### config.mk
export PLATFORM = sky130hd
export DESIGN_NAME = price_bar_anomaly_flagger
export DESIGN_NICKNAME = d
export VERILOG_FILES = /design/src/rtl/pbaf_pkg.sv /design/src/rtl/pbaf_cfg.sv /design/src/rtl/pbaf_judge.sv /design/src/rtl/price_bar_anomaly_flagger.sv
export SDC_FILE = /design/constraint.sdc
export NUM_CORES = 2
export LEC_CHECK = 0
export BUFFER_PORTS_ARGS = -buffer_cell sky130_fd_sc_hd__buf_4
export CAP_MARGIN = 10
export CORE_UTILIZATION = 47
export DETAILED_ROUTE_END_ITERATION = 8
export PLACE_DENSITY_LB_ADDON = 0.1
export SKIP_CTS_REPAIR_TIMING = 1
export SYNTH_ARGS = -nofsm -noshare
export SYNTH_HDL_FRONTEND = slang
export SYNTH_SLANG_ARGS = --single-unit
### constraint.sdc
create_clock -name clk -period 16.65 [get_ports clk]
set_clock_uncertainty 0.05 [all_clocks]
set_input_delay 1.665 -clock clk [delete_from_list [all_inputs] [get_ports clk]]
set_output_delay 1.665 -clock clk [all_outputs]
set_load 0.01 [all_outputs]
### src/rtl/pbaf_pkg.sv
// ----------------------------------------------------------------------------
// pbaf_pkg
// Types, field widths, register indexes and problem bit positions shared by
// the price bar anomaly flagger.
// ----------------------------------------------------------------------------
`default_nettype none

package pbaf_pkg;

  localparam int PRICE_W    = 32;
  localparam int RATIO_W    = 17;
  localparam int FRAC_W     = 16;
  localparam int MASK_W     = 20;
  localparam int PROD_W     = PRICE_W + RATIO_W;
  localparam int IN_DATA_W  = 3 * PRICE_W;
  localparam int OUT_DATA_W = ((MASK_W + 2 + 7) / 8) * 8;
  localparam int IDX_W      = 3;

  typedef logic signed [PRICE_W-1:0] price_t;
  typedef logic signed [PRICE_W:0]   wide_price_t;

  typedef struct packed {
    price_t cl;
    price_t lo;
    price_t hi;
  } bar_t;

  typedef struct packed {
    logic               en_range;
    logic               en_jump;
    logic               en_rep;
    logic               en_sim;
    logic               en_ratio;
    logic [RATIO_W-1:0] sim_ratio;
    logic [RATIO_W-1:0] min_ratio;
  } cfg_t;

  typedef enum logic [IDX_W-1:0] {
    REG_CHECK_RANGE      = 3'd0,
    REG_CHECK_NEXT_JUMP  = 3'd1,
    REG_CHECK_REPEATS    = 3'd2,
    REG_CHECK_SIMILARITY = 3'd3,
    REG_CHECK_RATIO      = 3'd4,
    REG_SIM_RATIO        = 3'd5,
    REG_MIN_RATIO        = 3'd6
  } reg_idx_t;

  localparam logic [RATIO_W-1:0] SIM_RATIO_RST = 17'd6554;
  localparam logic [RATIO_W-1:0] MIN_RATIO_RST = 17'd32768;

  // problem bit positions
  localparam int B_HI_NONPOS   = 0;
  localparam int B_LO_NONPOS   = 1;
  localparam int B_CL_NONPOS   = 2;
  localparam int B_HI_BELOW_LO = 3;
  localparam int B_CL_ABOVE_HI = 4;
  localparam int B_CL_BELOW_LO = 5;
  localparam int B_CL_MISSING  = 6;
  localparam int B_HI_MISSING  = 7;
  localparam int B_LO_MISSING  = 8;
  localparam int B_CL_JUMP     = 9;
  localparam int B_HI_JUMP     = 10;
  localparam int B_LO_JUMP     = 11;
  localparam int B_CL_REPEAT   = 12;
  localparam int B_HI_REPEAT   = 13;
  localparam int B_LO_REPEAT   = 14;
  localparam int B_CL_AT_HI    = 15;
  localparam int B_CL_AT_LO    = 16;
  localparam int B_BAR_SIMILAR = 17;
  localparam int B_CL_SIMILAR  = 18;
  localparam int B_RATIO_LOW   = 19;

  // bits that belong to the high/low verdict, the rest belong to the close
  localparam logic [MASK_W-1:0] HILO_MASK =
    (MASK_W'(1) << B_HI_NONPOS)   | (MASK_W'(1) << B_LO_NONPOS)   |
    (MASK_W'(1) << B_HI_BELOW_LO) | (MASK_W'(1) << B_HI_MISSING)  |
    (MASK_W'(1) << B_LO_MISSING)  | (MASK_W'(1) << B_HI_JUMP)     |
    (MASK_W'(1) << B_LO_JUMP)     | (MASK_W'(1) << B_HI_REPEAT)   |
    (MASK_W'(1) << B_LO_REPEAT)   | (MASK_W'(1) << B_BAR_SIMILAR) |
    (MASK_W'(1) << B_RATIO_LOW);

  localparam price_t PRICE_MISSING = {1'b0, {(PRICE_W-1){1'b1}}};

  typedef enum logic [1:0] {
    PH_FIRST  = 2'b01,
    PH_SECOND = 2'b10
  } phase_t;

  function automatic wide_price_t sx(input price_t x);
    return {x[PRICE_W-1], x};
  endfunction

  function automatic logic [PRICE_W:0] mag(input wide_price_t x);
    return x[PRICE_W] ? (PRICE_W+1)'(-x) : (PRICE_W+1)'(x);
  endfunction

endpackage

`default_nettype wire

### src/rtl/pbaf_cfg.sv
// ----------------------------------------------------------------------------
// pbaf_cfg
// Configuration register file: check enables and the two Q1.16 ratios.
// ----------------------------------------------------------------------------
`default_nettype none

module pbaf_cfg (
  input  wire logic                         clk,
  input  wire logic                         rst,
  input  wire logic                         cfg_valid,
  output logic                              cfg_ready,
  input  wire logic [pbaf_pkg::IDX_W-1:0]   cfg_index,
  input  wire logic [pbaf_pkg::RATIO_W-1:0] cfg_data,
  output pbaf_pkg::cfg_t                    cfg
);
  import pbaf_pkg::*;

  assign cfg_ready = 1'b1;

  always_ff @(posedge clk) begin
    if (rst) begin
      cfg.en_range  <= 1'b1;
      cfg.en_jump   <= 1'b1;
      cfg.en_rep    <= 1'b1;
      cfg.en_sim    <= 1'b1;
      cfg.en_ratio  <= 1'b1;
      cfg.sim_ratio <= SIM_RATIO_RST;
      cfg.min_ratio <= MIN_RATIO_RST;
    end else if (cfg_valid && cfg_ready) begin
      case (cfg_index)
        REG_CHECK_RANGE:      cfg.en_range  <= cfg_data[0];
        REG_CHECK_NEXT_JUMP:  cfg.en_jump   <= cfg_data[0];
        REG_CHECK_REPEATS:    cfg.en_rep    <= cfg_data[0];
        REG_CHECK_SIMILARITY: cfg.en_sim    <= cfg_data[0];
        REG_CHECK_RATIO:      cfg.en_ratio  <= cfg_data[0];
        REG_SIM_RATIO:        cfg.sim_ratio <= cfg_data;
        REG_MIN_RATIO:        cfg.min_ratio <= cfg_data;
        default: ;
      endcase
    end
  end

endmodule

`default_nettype wire

### src/rtl/pbaf_judge.sv
// ----------------------------------------------------------------------------
// pbaf_judge
// Checks one bar against its next bar and the two bars before it and
// builds the problem mask.
// ----------------------------------------------------------------------------
`default_nettype none

module pbaf_judge (
  input  wire pbaf_pkg::bar_t              b,
  input  wire pbaf_pkg::bar_t              nx,
  input  wire logic                        nx_valid,
  input  wire pbaf_pkg::bar_t              p1,
  input  wire pbaf_pkg::bar_t              p2,
  input  wire logic [1:0]                  hist,
  input  wire pbaf_pkg::cfg_t              cfg,
  output logic [pbaf_pkg::MASK_W-1:0]      mask
);
  import pbaf_pkg::*;

  wide_price_t        d1, d2, dif;
  logic               dif_pos;
  logic [PROD_W-1:0]  limit;
  logic               hc, lc, chc, clc;
  logic [PROD_W-1:0]  ratio_rhs, ratio_lhs;
  logic               hi_pos, hist_full;

  assign d1      = sx(b.hi) - sx(b.lo);
  assign d2      = sx(p1.hi) - sx(p1.lo);
  assign dif     = (d1 > d2) ? d1 : d2;
  assign dif_pos = !dif[PRICE_W] && (dif != '0);
  assign limit   = PROD_W'(dif[PRICE_W-1:0]) * PROD_W'(cfg.sim_ratio);

  // slide within limit: |a - b| * 2^16 < range * ratio
  assign hc  = {mag(sx(b.hi) - sx(p1.hi)), {FRAC_W{1'b0}}} < limit;
  assign lc  = {mag(sx(b.lo) - sx(p1.lo)), {FRAC_W{1'b0}}} < limit;
  assign chc = {mag(sx(b.cl) - sx(p1.hi)), {FRAC_W{1'b0}}} < limit;
  assign clc = {mag(sx(b.cl) - sx(p1.lo)), {FRAC_W{1'b0}}} < limit;

  assign hi_pos    = !b.hi[PRICE_W-1] && (b.hi != '0);
  assign ratio_rhs = PROD_W'(cfg.min_ratio) * PROD_W'(b.hi[PRICE_W-1:0]);
  assign ratio_lhs = {1'b0, b.lo, {FRAC_W{1'b0}}};
  assign hist_full = hist[1];

  always_comb begin
    mask = '0;
    if (cfg.en_range) begin
      mask[B_HI_NONPOS]   = b.hi[PRICE_W-1] || (b.hi == '0);
      mask[B_LO_NONPOS]   = b.lo[PRICE_W-1] || (b.lo == '0);
      mask[B_CL_NONPOS]   = b.cl[PRICE_W-1] || (b.cl == '0);
      mask[B_HI_BELOW_LO] = b.hi < b.lo;
      mask[B_CL_ABOVE_HI] = b.cl > b.hi;
      mask[B_CL_BELOW_LO] = b.cl < b.lo;
      mask[B_CL_MISSING]  = b.cl == PRICE_MISSING;
      mask[B_HI_MISSING]  = b.hi == PRICE_MISSING;
      mask[B_LO_MISSING]  = b.lo == PRICE_MISSING;
    end
    if (cfg.en_jump && nx_valid) begin
      mask[B_CL_JUMP] = sx(nx.cl) > wide_price_t'({b.cl, 1'b0});
      mask[B_HI_JUMP] = sx(nx.hi) > wide_price_t'({b.hi, 1'b0});
      mask[B_LO_JUMP] = sx(nx.lo) > wide_price_t'({b.lo, 1'b0});
    end
    if (hist_full && cfg.en_rep) begin
      mask[B_CL_REPEAT] = (b.cl == p1.cl) && (b.cl == p2.cl);
      mask[B_HI_REPEAT] = (b.hi == p1.hi) && (b.hi == p2.hi);
      mask[B_LO_REPEAT] = (b.lo == p1.lo) && (b.lo == p2.lo);
      mask[B_CL_AT_HI]  = (b.cl == b.hi) && (b.cl == p1.hi);
      mask[B_CL_AT_LO]  = (b.cl == b.lo) && (b.cl == p1.lo);
    end
    if (hist_full && cfg.en_sim && dif_pos) begin
      mask[B_BAR_SIMILAR] = hc && lc;
      mask[B_CL_SIMILAR]  = (hc && chc) || (lc && clc);
    end
    if (cfg.en_ratio && hi_pos) begin
      mask[B_RATIO_LOW] = b.lo[PRICE_W-1] || (ratio_lhs < ratio_rhs);
    end
  end

endmodule

`default_nettype wire

### src/rtl/price_bar_anomaly_flagger.sv
// ----------------------------------------------------------------------------
// price_bar_anomaly_flagger
// Flags each price bar of a series: holds one bar until the next arrives,
// keeps two earlier bars, and returns ok flags and a problem mask per bar.
// ----------------------------------------------------------------------------
//  channel  direction  handshake           payload
//  s_*      in         s_tvalid/s_tready   bar high, low, close; tlast ends series
//  m_*      out        m_tvalid/m_tready   range_ok, close_ok, problem mask
//  cfg_*    in         cfg_valid/cfg_ready register index and write data
//
//  one word per cycle in unless a result waits on a stalled output; a bar that
//  releases the held bar and ends its series holds the input while the held bar
//  is judged, set by the single shared check unit and the single result register.
//  reset clears the history, the held bar and all valid flags.
//  a stalled output holds the check unit when it has a result to write and,
//  through it, the input register.
`default_nettype none

module price_bar_anomaly_flagger (
  input  wire logic                            clk,
  input  wire logic                            rst,
  input  wire logic                            s_tvalid,
  output logic                                 s_tready,
  // bar_high, bar_low, bar_close
  input  wire logic [pbaf_pkg::IN_DATA_W-1:0]  s_tdata,
  input  wire logic                            s_tlast,
  output logic                                 m_tvalid,
  input  wire logic                            m_tready,
  // range_ok, close_ok, problem_mask, zero pad
  output logic [pbaf_pkg::OUT_DATA_W-1:0]      m_tdata,
  output logic                                 m_tlast,
  input  wire logic                            cfg_valid,
  output logic                                 cfg_ready,
  input  wire logic [pbaf_pkg::IDX_W-1:0]      cfg_index,
  input  wire logic [pbaf_pkg::RATIO_W-1:0]    cfg_data
);
  import pbaf_pkg::*;

  cfg_t              cfg;
  logic              in_v;
  bar_t              in_bar;
  logic              in_end;
  bar_t              older, prior, pending;
  logic [1:0]        bbp;
  logic              pend_v;
  phase_t            phase;
  logic              out_v;
  logic [MASK_W-1:0] out_mask;
  logic              out_last;

  logic              use_pend, has_res, can_go, in_done;
  bar_t              jb;
  logic [MASK_W-1:0] mask;

  pbaf_cfg u_cfg (
    .clk       (clk),
    .rst       (rst),
    .cfg_valid (cfg_valid),
    .cfg_ready (cfg_ready),
    .cfg_index (cfg_index),
    .cfg_data  (cfg_data),
    .cfg       (cfg)
  );

  assign use_pend = (phase == PH_FIRST) && pend_v;
  assign has_res  = use_pend || in_end;
  assign can_go   = in_v && (!has_res || !out_v || m_tready);
  assign in_done  = can_go && !(use_pend && in_end);
  assign s_tready = !in_v || in_done;
  assign jb       = use_pend ? pending : in_bar;

  pbaf_judge u_judge (
    .b        (jb),
    .nx       (in_bar),
    .nx_valid (use_pend),
    .p1       (prior),
    .p2       (older),
    .hist     (bbp),
    .cfg      (cfg),
    .mask     (mask)
  );

  always_ff @(posedge clk) begin
    if (rst) begin
      in_v <= 1'b0;
    end else if (s_tready) begin
      in_v <= s_tvalid;
    end
    if (s_tvalid && s_tready) begin
      in_bar.hi <= s_tdata[PRICE_W-1:0];
      in_bar.lo <= s_tdata[2*PRICE_W-1:PRICE_W];
      in_bar.cl <= s_tdata[3*PRICE_W-1:2*PRICE_W];
      in_end    <= s_tlast;
    end
  end

  always_ff @(posedge clk) begin
    if (rst) begin
      pend_v <= 1'b0;
      bbp    <= 2'd0;
      phase  <= PH_FIRST;
    end else if (can_go) begin
      if (use_pend) begin
        older  <= prior;
        prior  <= pending;
        bbp    <= bbp[1] ? bbp : bbp + 2'd1;
        pend_v <= 1'b0;
        if (in_end) begin
          phase <= PH_SECOND;
        end else begin
          pending <= in_bar;
          pend_v  <= 1'b1;
        end
      end else if (in_end) begin
        bbp   <= 2'd0;
        phase <= PH_FIRST;
      end else begin
        pending <= in_bar;
        pend_v  <= 1'b1;
      end
    end
  end

  always_ff @(posedge clk) begin
    if (rst) begin
      out_v <= 1'b0;
    end else if (can_go && has_res) begin
      out_v <= 1'b1;
    end else if (m_tready) begin
      out_v <= 1'b0;
    end
    if (can_go && has_res) begin
      out_mask <= mask;
      out_last <= !use_pend;
    end
  end

  assign m_tvalid = out_v;
  assign m_tlast  = out_last;
  assign m_tdata  = OUT_DATA_W'({out_mask,
                                 !(|(out_mask & ~HILO_MASK)),
                                 !(|(out_mask & HILO_MASK))});

endmodule

`default_nettype wire

**Yosys cells after proc, flatten, opt, wreduce, memory -nomap -nowiden**

Cells that the tools add are included.

- Bits of input ports: 122
- Word-level logic and storage cells: 160
- Flip-flop bits (word level): 452

- Bitwise gates (word level): 2
- Equal/unequal tests: 22
- Reduce and logical (&&, ||, !) cells: 62
- $lt $le $gt $ge: 12
- Add/subtract/negate cells: 11
- Multiply operators: 2
- Muxes and demuxes: 17

Operators with widths:

| operator | count |
|---|---|
| equality test 32 bit | 10 |
| subtractor 32 x 32 -> 33 bit | 6 |
| less-than comparator 49 bit | 4 |
| two-way mux 33 bit | 5 |
| negation 33 bit | 4 |
| > comparator 32 x 33 -> 1 bit | 3 |
| equality test 32 bit, second input constant | 3 |
| logical NOT 32 bit | 3 |
| two-way mux 96 bit | 1 |
| less-than comparator 32 bit | 2 |
| less-than comparator 48 x 49 -> 1 bit | 1 |
| multiplier 18 x 32 -> 49 bit | 1 |
| multiplier 32 x 18 -> 49 bit | 1 |
| > comparator 33 bit | 1 |
| nonzero test 33 bit | 1 |
| > comparator 32 bit | 1 |
| nonzero test 32 bit | 1 |
| logical AND 1 bit | 21 |
| AND reduction 2 bit | 10 |
| two-way mux 2 bit | 6 |
| OR reduction 11 bit | 1 |
| equality test 3 bit, second input constant | 3 |
| logical NOT 1 bit | 9 |
| logical OR 1 bit | 9 |
| 12 further kinds | 21 |

**Logic depth before layout (Yosys ltp)**

- Depth in word-level cells: 10
- Depth in mapped cells: 79
- Mapped depth without buffers: 66

**By module**

From an unflattened synthesis, not the netlist that was laid out.

- Cells, all modules: 8498
- Area, all modules: 76528.4 um2

By module, submodules not included:

| module | area an instance (um2) | sequential area each (um2) | cells each | times used |
|---|---|---|---|---|
| pbaf_judge | 61013.5 | 0.0 | 7564 | 1 |
| price_bar_anomaly_flagger | 13815.8 | 12331.8 | 769 | 1 |
| pbaf_cfg | 1699.1 | 780.7 | 165 | 1 |

**Worst setup path before layout**

OpenSTA, ideal clock, no wires.

- Path kind: reg-to-reg
- Start point: reg phase[1]
- End point: reg out_mask[18] (data pin)
- Setup slack: -830 ps
- Arrival: 17284 ps
- Period minus slack after synthesis: 17480 ps
- Stages on the path, launching flop included: 76
- Required time: 16454 ps
- Path buffers: 13
- Setup time: 146 ps
- Cells stage by stage: dfxtp_1 > and3b_1 > clkbuf_1 > inv_1 > clkbuf_1 > clkbuf_1 > buf_1 > clkbuf_1 > clkbuf_1 > nand2_1 > nand2_1 > clkbuf_1 > clkbuf_1 > ha_1 > a21o_1 > a21o_1 > a2111oi_0 > o21ai_0 > [40 not listed] > o31ai_1 > o211ai_1 > a21bo_2 > a21oi_1 > o21ai_0 > nand2b_1 > a21o_1 > a21oi_1 > xnor2_1 > ha_1 > nand3_1 > nor2_1 > and3_1 > mux2i_1 > a2111oi_1 > nand3b_1 > or4_1 > a21oi_1

- Cells in the longest elaborated chain, start to end: 10

RTL lines:

| what | line | source |
|---|---|---|
| start: declaration | price_bar_anomaly_flagger.sv:46 | `phase_t phase;` |
| start signal: assignment | price_bar_anomaly_flagger.sv:101 | `phase <= PH_FIRST;` |
| start signal: assignment | price_bar_anomaly_flagger.sv:109 | `phase <= PH_SECOND;` |
| start signal: assignment | price_bar_anomaly_flagger.sv:116 | `phase <= PH_FIRST;` |
| equality test 2 x 1 -> 1 bit * | price_bar_anomaly_flagger.sv:65 | `assign use_pend = (phase == PH_FIRST) && pend_v;` |
| logical AND 1 bit * | price_bar_anomaly_flagger.sv:65 |  |
| two-way mux 96 bit * | price_bar_anomaly_flagger.sv:70 | `assign jb = use_pend ? pending : in_bar;` |
| subtractor 32 x 32 -> 33 bit | pbaf_judge.sv:27 | `assign d1 = sx(b.hi) - sx(b.lo);` |
| > comparator 33 bit | pbaf_judge.sv:29 | `assign dif = (d1 > d2) ? d1 : d2;` |
| two-way mux 33 bit | pbaf_judge.sv:29 |  |
| multiplier 32 x 18 -> 49 bit | pbaf_judge.sv:31 | `assign limit = PROD_W'(dif[PRICE_W-1:0]) * PROD_W'(cfg.sim_ratio);` |
| less-than comparator 49 bit (on tied branches) | - |  |
| logical AND 1 bit | pbaf_judge.sv:71 | `mask[B_CL_SIMILAR] = (hc && chc) \|\| (lc && clc);` |
| logical OR 1 bit | pbaf_judge.sv:71 |  |
| end signal: assignment | price_bar_anomaly_flagger.sv:133 | `out_mask <= mask;` |
| end: declaration | price_bar_anomaly_flagger.sv:48 | `logic [MASK_W-1:0] out_mask;` |

Mark *: on every way between the ends. The rest lies on a longest branch, timed or not.
A chain may end at the register's enable or synchronous reset.

**Worst setup path in the final report**

Ends and elaborated chain as after synthesis.

==> impl_metrics.py <==
metrics = {
    "layout": {
        "drive_gt1_share_pct": 6.814,
        "final_common_cell": "inv_1",
        "layout.nets": 10440,
        "fill_cells": 15200,
        "area_delta_synth_final_pct": 8.440,
        "final_cell_mix": "inv_1 (1,461), fa_1 (1,038), nand2_1 (1,007)",
        "final_cells": 10750,
    },
    "critical_path": {
        "crit_top_cell": "fa_1",
        "arrival_ns": 16.17,
        "critical_path_class": "register to register",
        "end_kind": "register",
        "crit_required_ns": 17.11,
        "setup.worst_path.start_class": "register",
        "cpPeakStageDelay_ns": 0.91,
        "crit_path_top_delay_cell": "o21ai_1",
        "crit_fanout": 19,
    },
    "floorplan": {
        "rows": 147,
        "coreArea_um2": 160600,
        "die_x_um": 404.2,
        "die_h_um": 404.2,
        "ios": 150,
        "start_util_pct": 47.34,
        "dieArea_um2": 163400,
    },
    "flow_run": {
        "maxCapViolCount": 0,
    },
    "logic_synthesis": {
        "synth_edf_count": 406,
        "yosys_warnings": 0,
        "yosysSeqAreaShare_pct": 17.25,
        "ys_seq_elements": 452,
        "ys_async_sr_fraction_pct": 0,
        "avgSynthCellArea_um2": 9.070,
        "synthCells": 8381,
        "ys.flop_type": "edfxtp_1",
        "synth_area_um2": 76020,
        "synth_cell_types": 107,
    },
    "sta": {
        "fin_ws_ns": 0.9383,
        "setup_violations": 0,
        "finalHoldViolations": 0,
        "period_share_pct": 94.36,
        "worst_slew_pin_slew_ns": 1.294,
        "period_needed_ns": 15.71,
        "drv_slew": 0,
        "max_clock_freq_mhz": 63.65,
        "slew_headroom_pct": 13.60,
        "finalSetupTns_ns": 0,
        "hold_ws_ns": 0.3926,
        "rsz0062_at_grt": "false",
    },
    "global_routing": {
        "grt_max_degree": 74,
        "grt_use_total_pct": 33.54,
        "overflow": 0,
        "grt_pass1_vias": 61670,
        "antenna_found_initial": 27,
        "grt_pass1_wl_um": 404500,
    },
    "routing": {
        "wirelength_um": 272200,
        "ant_nets": 0,
        "initialDrtViolationCount": 5164,
        "vias": 61790,
        "drcViolationCount": 0,
        "viasPerCell": 5.750,
        "drtPass1Iterations": 6,
        "wl_per_cell_um": 25.33,
    },
    "clock_tree": {
        "htreeDepth": 2,
        "clock-sinks": 452,
        "ctsLongestPathBuffers": 3,
        "clockRootBuffer": "clkbuf_16",
        "worstSkewPairLatency_ns": 0.68,
        "cts_buffers": 51,
        "cts_tree": "yes",
        "clkTransAtPathRegs_ns": 0.06,
    },
    "place": {
        "gp_congestion": 0.9871,
        "portBuffers": 146,
        "place_inst": 10630,
        "dpl_worst_slack_ns": -0.01423,
        "hpwl_um": 224600,
    },
    "outcome": {
        "status": "completed",
    },
    "worst_hold_path": {
        "hold_class": "register to register",
    },
}
## kinds of logic (layout without fill, tap and decap cells)
family | after synthesis | count (layout) | synth area share, %
mux | 85 | 85 | 1.136
other cells | 2 | 18 | 0.009879
simple gates | 2569 | 2569 | 16.94
compound gates | 1249 | 1249 | 10.60
fa+ha+maj | 1803 | 1803 | 39.87
flops | 452 | 452 | 17.25
buf+inv | 1747 | 1935 | 8.687
xor+xnor | 474 | 474 | 5.499
## layout make-up
| cell class | count | area, µm² | share of cell area [%] |
|---|---|---|---|
| Multi-Input combinational cell | 6183 | 56480 | 68.52 |
| Sequential cell | 452 | 13120 | 15.92 |
| Inverter | 1464 | 5498 | 6.669 |
| Timing Repair Buffer | 376 | 2860 | 3.470 |
| Tap cell | 2160 | 2703 | 3.278 |
| Clock buffer | 66 | 1384 | 1.679 |
| Clock inverter | 29 | 349.1 | 0.4235 |
| Antenna cell | 15 | 37.54 | 0.04553 |
## per-stage QoR
step	util, %	cell area [µm²]
after detailed placement	50.13	80500
after global placement	50.13	80500
after CTS	51.21	82230
after floorplan	-	76030
after global routing	51.33	82410
final	51.34	82440
## sequential cells by signal, summed over array words and instances (netlist names)
signal,count
in_bar,96
older,96
pending,96
prior,96
u_cfg.cfg,39
out_mask,20
bbp,2
phase,2
in_end,1
in_v,1
m_tlast,1
m_tvalid,1
pend_v,1
## cells in the mapped netlist, types with 40 or more instances
library cell	instances	area, µm²
mux2i_1	75	750.7
and2_1	470	2940
a211oi_1	43	322.8
nor3_1	113	565.5
or3_1	40	250.2
a21oi_1	368	1842
nand2b_1	90	563.0
nor2b_1	111	694.4
clkbuf_1	268	1006
nand2_1	1007	3780
nand4_1	149	932.1
edfxtp_1	406	12190
nor2_1	260	975.9
fa_1	1038	20780
ha_1	748	9359
xnor2_1	295	2584
a21o_1	126	945.9
o21ai_0	262	1311
dfxtp_1	46	920.9
nor4_1	80	500.5
inv_1	1463	5492
xor2_1	177	1550
nand3_1	99	495.5
o21a_1	82	615.6
## layer usage
metal | vias up | track usage (%) | wire [µm]
li1 | 27790 | - | -
met1 | 31150 | 47.06 | 118700
met2 | 2387 | 52.56 | 121700
met3 | 456 | 5.185 | 20940
met4 | 4 | 11.79 | 10820
met5 | - | 0 | 23
## path summary, 6_finish.rpt
check | endpoint | from | cells after the start | slack [ns]
hold / removal | prior[57] | pending[57] | 0 | 0.39
setup reg to reg | out_mask[18] | phase[1] | 62 | 0.94
setup / recovery | out_mask[18] | phase[1] | 62 | 0.94
hold reg to reg | prior[57] | pending[57] | 0 | 0.39
## worst max-delay path, delay by kind of cell, from the launching register on
family | cells | cell delay (ns)
buffers and inverters | 11 | 1.70
adders and majority gates | 10 | 4.32
AOI/OAI and AO/OA | 18 | 4.11
and+or+nand+nor | 20 | 3.99
DFF | 1 | 0.32
xor gates and xnor gates | 2 | 0.86
muxes | 1 | 0.18
Power is left out: the tool's default activity adds up to more than one toggle a clock period on the data nets, which glitch-free logic cannot reach.
